$ cat src/rtl/cgs_pkg.sv
`timescale 1ns / 1ps

package cgs_pkg;

    // largest half length of the boundary string
    localparam int MAX_SIZE   = 512;
    localparam int BITS_DEPTH = 2 * MAX_SIZE + 2;
    localparam int LIST_DEPTH = MAX_SIZE + 1;
    localparam int BIT_AW     = $clog2(BITS_DEPTH);
    localparam int LIST_AW    = $clog2(LIST_DEPTH);

    localparam logic [9:0] SIZE_RESET = 10'd512;
    localparam logic [9:0] SIZE_LIMIT = 10'(MAX_SIZE);

    // input command codes
    localparam logic CMD_RESTART = 1'b0;
    localparam logic CMD_GROW    = 1'b1;

    // result status codes
    localparam logic [1:0] STAT_GROWN     = 2'd0;
    localparam logic [1:0] STAT_RESTARTED = 2'd1;
    localparam logic [1:0] STAT_BAD_PICK  = 2'd2;
    localparam logic [1:0] STAT_LIMIT     = 2'd3;

    typedef struct packed {
        logic       cmd;
        logic [9:0] pick;
    } cgs_in_t;

    typedef struct packed {
        logic [1:0]  status;
        logic [10:0] grown_position;
        logic [9:0]  corner_count;
        logic [9:0]  low_edge;
        logic [10:0] high_edge;
        logic [9:0]  steps_done;
    } cgs_out_t;

    // controller to datapath
    typedef struct packed {
        logic init_list;
        logic take_in;
        logic decode;
        logic restart_wr;
        logic bits_rd;
        logic flip;
        logic app2;
        logic emit;
    } cgs_cmd_t;

    // datapath to controller
    typedef struct packed {
        logic is_restart;
        logic ignored;
        logic two_appends;
        logic out_free;
    } cgs_sts_t;

endpackage

$ cat src/rtl/cgs_ctrl.sv
`timescale 1ns / 1ps

module cgs_ctrl (
    input  logic              aclk,
    input  logic              aresetn,
    input  logic              s_valid,
    output logic              s_ready,
    input  cgs_pkg::cgs_sts_t sts,
    output cgs_pkg::cgs_cmd_t cmd
);
    import cgs_pkg::*;

    typedef enum logic [7:0] {
        S_INIT    = 8'b0000_0001,
        S_IDLE    = 8'b0000_0010,
        S_DECODE  = 8'b0000_0100,
        S_RESTART = 8'b0000_1000,
        S_BITS    = 8'b0001_0000,
        S_FLIP    = 8'b0010_0000,
        S_APP2    = 8'b0100_0000,
        S_DONE    = 8'b1000_0000
    } state_t;

    state_t state_reg;
    state_t state_next;

    always_comb begin
        state_next = state_reg;
        unique case (state_reg)
            S_INIT: state_next = S_IDLE;
            S_IDLE: begin
                if (s_valid) state_next = S_DECODE;
            end
            S_DECODE: begin
                if (sts.is_restart)   state_next = S_RESTART;
                else if (sts.ignored) state_next = S_DONE;
                else                  state_next = S_BITS;
            end
            S_RESTART: state_next = S_DONE;
            S_BITS:    state_next = S_FLIP;
            S_FLIP: begin
                state_next = sts.two_appends ? S_APP2 : S_DONE;
            end
            S_APP2: state_next = S_DONE;
            S_DONE: begin
                if (sts.out_free) state_next = S_IDLE;
            end
            default: state_next = S_INIT;
        endcase
    end

    always_ff @(posedge aclk) begin
        if (!aresetn) begin
            state_reg <= S_INIT;
        end else begin
            state_reg <= state_next;
        end
    end

    assign s_ready        = (state_reg == S_IDLE);
    assign cmd.init_list  = (state_reg == S_INIT);
    assign cmd.take_in    = (state_reg == S_IDLE) && s_valid;
    assign cmd.decode     = (state_reg == S_DECODE);
    assign cmd.restart_wr = (state_reg == S_RESTART);
    assign cmd.bits_rd    = (state_reg == S_BITS);
    assign cmd.flip       = (state_reg == S_FLIP);
    assign cmd.app2       = (state_reg == S_APP2);
    assign cmd.emit       = (state_reg == S_DONE) && sts.out_free;

endmodule

$ cat config.mk
export PLATFORM = sky130hd
export DESIGN_NAME = cgs_ctrl
export DESIGN_NICKNAME = d
export VERILOG_FILES = /design/src/rtl/cgs_pkg.sv /design/src/rtl/cgs_ctrl.sv
export SDC_FILE = /design/constraint.sdc
export NUM_CORES = 1
export LEC_CHECK = 0
export BUFFER_PORTS_ARGS = -buffer_cell sky130_fd_sc_hd__buf_2
export CAP_MARGIN = 30
export CORE_AREA = 2 2 39 41
export DETAILED_ROUTE_END_ITERATION = 8
export DIE_AREA = 0 0 41 43
export MAX_ROUTING_LAYER = met4
export PLACE_DENSITY = 0.68
export SLEW_MARGIN = 20
export SYNTH_ARGS = -nofsm -noshare
export SYNTH_HDL_FRONTEND = slang
export SYNTH_SLANG_ARGS = --single-unit
$ cat constraint.sdc
create_clock -name aclk -period 3.87 [get_ports aclk]
set_input_delay 0.774 -clock aclk [delete_from_list [all_inputs] [get_ports aclk]]
set_output_delay 0.774 -clock aclk [all_outputs]
set_load 0.01 [all_outputs]
* Yosys cells after proc, flatten, opt, wreduce, memory -nomap -nowiden
Cells that the tools add are included.
** Storage, ports and cells
- Logic and storage cells :: 21
- Bits in registers :: 8
- Output and inout bits :: 9
** Operators by class
- Reductions and logical operators :: 4
- Multiplexer cells :: 6
- Equality and inequality tests :: 10
** Operators with widths (number)
- one-hot mux 8 bit (7 select lines) :: 1
- two-way mux 8 bit :: 5
- == test 8 x 1 -> 1 bit, second input constant :: 1
- == test 8 x 2 -> 1 bit, second input constant :: 1
- == test 8 x 3 -> 1 bit, second input constant :: 1
- == test 8 x 4 -> 1 bit, second input constant :: 1
- == test 8 x 5 -> 1 bit, second input constant :: 1
- == test 8 x 6 -> 1 bit, second input constant :: 1
- == test 8 x 7 -> 1 bit, second input constant :: 1
- == test 8 bit, second input constant :: 1
- != test 2 bit, second input constant :: 2
- logical AND 1 bit :: 2
- AND reduction 2 bit :: 1
- OR reduction 2 bit :: 1

* Longest topological paths before layout
- Depth in word-level cells :: 3
- Mapped depth :: 5
- Mapped depth without buffers :: 4

* Least setup slack after synthesis
OpenSTA, ideal clock, no wires.
- Kind :: register to output
- Start :: reg state_reg[7]
- End :: out cmd[6] (netlist name)
- Buffers on the path :: 1
- Arrival :: 1.387 ns
- Path slack :: 1.709 ns
- Data required time :: 3.096 ns
- Stages on the path, launching flop included :: 5
- Cells stage by stage :: dfxtp_1 > buf_6 > or4_4 > and2b_2 > and2_1
** RTL lines
- start, declared :: line cgs_ctrl.sv:24 : state_t state_reg;
- start signal, assigned :: line cgs_ctrl.sv:56 : state_reg <= state_next;
- end, declared :: line cgs_ctrl.sv:9 : output cgs_pkg::cgs_cmd_t cmd

==> summary.txt <==
Floorplan
  – Die area: around 1800 um2
  – Die height: about 43 um
  – Starting Density: a little over a third
  – Boundary Pins: 16
  – Die width: around 41 um
  – Cell Rows: 14
  – Core region area: about 1400 um2

Clock tree
  – Post-CTS Hold Fix Bufs: 0
  – Bufs on Longest Clock Path: 2
  – Post-CTS Setup Inserts: 0
  – Root Buffer: clkbuf_4
  – Latest clock arrival within the worst-skew pair: between 200 and 300 ps
  – CTS tree: built
  – Worst-path clk slew: approximately 60 ps
  – CTS resizes: 0
  – CTS Buf Count: 3
  – Clk sinks: 8
  – H-Tree Depth: 1

Setup path
  – Crit-path max FO: 7
  – Crit path max-delay cell type: or4_4
  – Req. time, crit path: ~3100 ps
  – Critical Path Max Stage Delay: approximately 580 ps
  – Crit Path Class: register to primary output
  – Startpoint types: register
  – CP cell instances: or4_4 -> and2b_2 -> and2_1 -> buf_2
  – Reg2Reg Launch Point: state_reg[2]
  – Critical Path AT: ~1700 ps
  – CP endpoint kind: primary output
  – Crit path from: state_reg[7]

Job
  – # Max-Cap Violations: 0

Drt
  – Avg WL per Cell: ~13 um
  – ANT nets after route: 0
  – Routed wire length: 1160 um
  – Detailed Route Iter0 Violations: 10
  – # DRC: 0
  – DRT Pass-1 Iters: 4
  – Via count: 468
  – Vias per cell: roughly 5.3

Global routing
  – Initial antenna violation count: 0
  – Number of global-route vias before repair: 473
  – Total grt overflow: 0
  – GRT Overall Usage: 18.8%
  – Largest net degree at the start of global routing: 9
  – First-pass GRT wire length: 2100 um

Power
  – Cell Pwr Density: 336 nW/um2
  – Max rail drop VDD: approximately 0.14 mV
  – P_leak: just under 0.3 nW

Timing
  – Fmax: 0.401 GHz
  – Pins Over Slew Limit: 0
  – Rel. slew slack: between 60 and 70%
  – Final period utilization: roughly 64%
  – Min Tclk post-route: 2500 ps
  – Endpoints failing setup: 0
  – Slew at the pin closest to its max-slew limit: 581 ps
  – RSZ-0062 raised after global routing: false
  – Setup TNS: 0 ps
  – Final hold violations: 0
  – Worst clock skew: about 4.5 ps
  – Final setup margin: approximately 1400 ps

Finish
  – Fillcell total: 150
  – Antenna diode count: 0
  – Ratio of cells with drive above 1 in the final layout: about 33%
  – Max reg flops: 8
  – Layout area overhead: 21.0%
  – Final instance area: 592 um2
  – Fin cells: approximately 90
  – Final #Nets: just over 80

Yosys
  – Synth Area in Adders: 0%
  – Area fraction of the dominant cell type after synthesis: 32.7%
  – Register area share after synthesis: roughly a third
  – Syn avg cell area: 8.58 um2
  – Post-synthesis mux area share: under 10%
  – Register bit total from synthesis: 8
  – Post-synthesis cell count: 57
  – Largest family of logic cells by synthesized area: simple AND/OR/NAND/NOR gates
  – Post-synthesis xor/xnor area fraction: under 10%
  – Post-Synth Simple-Gate Area: around 46%
  – Synth warn: 0
  – Post-synth top cells: nor2_1, dfxtp_1, nand2_1, and3_1, nor4b_1
  – EDFF count, synth: 0
  – Syn nets: 64
  – Synth Area in Compound Gates: 10.5%
  – Top-count cell post-synth: nor2_1
  – Synth unique cells: 29
  – Post-synth ARST share: 0%
  – Leading area contributor after synthesis: dfxtp_1
  – Top cells by area, synth: dfxtp_1, nor2_1, nor4b_1
  – Post-Syn Area: slightly below 500 um2
  – Ys flop type: dfxtp_1

Placement
  – Post-DP HPWL: between 800 and 900 um
  – Setup slack at placement: ~1700 ps
  – Routability cong.: 0.805
  – Placed cells: 86
  – Cell Area, Placed: between 500 and 600 um2
  – Port bufs: 15

Outcome
  – Status: finished, final reports clean

Worst hold path
  – Hold Path Class: register to register
  – Worst min-delay path startpoint: state_reg[4]
## cells by family (layout without fill, tap and decap cells)
logic type | Yosys count | in the layout
and+or+nand+nor | 35 | 35
xor gates and xnor gates | 3 | 3
AOI/OAI and AO/OA | 7 | 7
buffers and inverters | 3 | 19
muxes | 1 | 1
DFF | 8 | 8
## final timing paths
kind / end / slack [ps] / cells past startpoint
setup / recovery: cmd[6] / 1370 / 4
hold / removal: state_reg[1] / 710 / 3
setup reg to reg: state_reg[3] / 2060 / 4
hold reg to reg: state_reg[1] / 710 / 3
## layer usage
metal	up-vias	track usage, %	part of all wire [%]
met4	0	17.3	2.8
met1	210	22.8	43
li1	240	-	-
met3	4	5.24	4.2
met5	-	-	0
met2	14	23.8	49
## layout by cell type, fill, tap and decap left out, drive strengths merged
cell    Yosys  routed
buf         1      15
nor2       10      10
dfxtp       8       8
nand2       4       4
nor4b       3       3
and3        3       3
clkbuf      1       3
and2b       3       3
and4bb      2       2
nand3       2       2
nand2b      2       2
xor2        2       2
or4         1       1
nor4        1       1
and4b       1       1
inv         1       1
nand4b      1       1
and2        1       1
o21ai       1       1
o211a       1       1
a21oi       1       1
xnor2       1       1
a211oi      1       1
o221ai      1       1
mux2i       1       1
o22ai       1       1
and3b       1       1
o31a        1       1
## area by class of cell
| class | instances | area [um2] | share of cell area (%) |
|---|---|---|---|
| multi-input cells | 46 | 310 | 52.4 |
| flip-flops and latches | 8 | 160 | 27.1 |
| repair buffers | 15 | 75.1 | 12.7 |
| clock buffers | 3 | 22.5 | 3.81 |
| well taps | 16 | 20.0 | 3.38 |
| inverters | 1 | 3.75 | 0.634 |
## power breakdown
| group | internal, W | switching, W | total, W |
|---|---|---|---|
| Combinational | 0.0000211 | 0.0000212 | 0.0000423 |
| Sequential | 0.0000862 | 0.00000485 | 0.0000910 |
| Clock | 0.0000356 | 0.0000301 | 0.0000657 |
## through the flow
| stage | hold WS, ps | utilization (%) | total power [W] |
|---|---|---|---|
| 5_1_grt | 751 | 42.8 | 0.000215 |
| 2_1_floorplan | 608 | - | 0.000121 |
| 3_5_place_dp | 716 | 41.1 | 0.000135 |
| 3_3_place_gp | 704 | 41.1 | 0.000135 |
| 6_report | 712 | 42.8 | 0.000199 |
| 4_1_cts | 718 | 42.8 | 0.000202 |
## worst max-delay path: cells and delay by family, from the launching register on
family	cells	cell delay [ps]
buffers and inverters	1	120
DFF	1	380
and+or+nand+nor	3	950
Note: power is estimated with default switching activity, not from simulation.
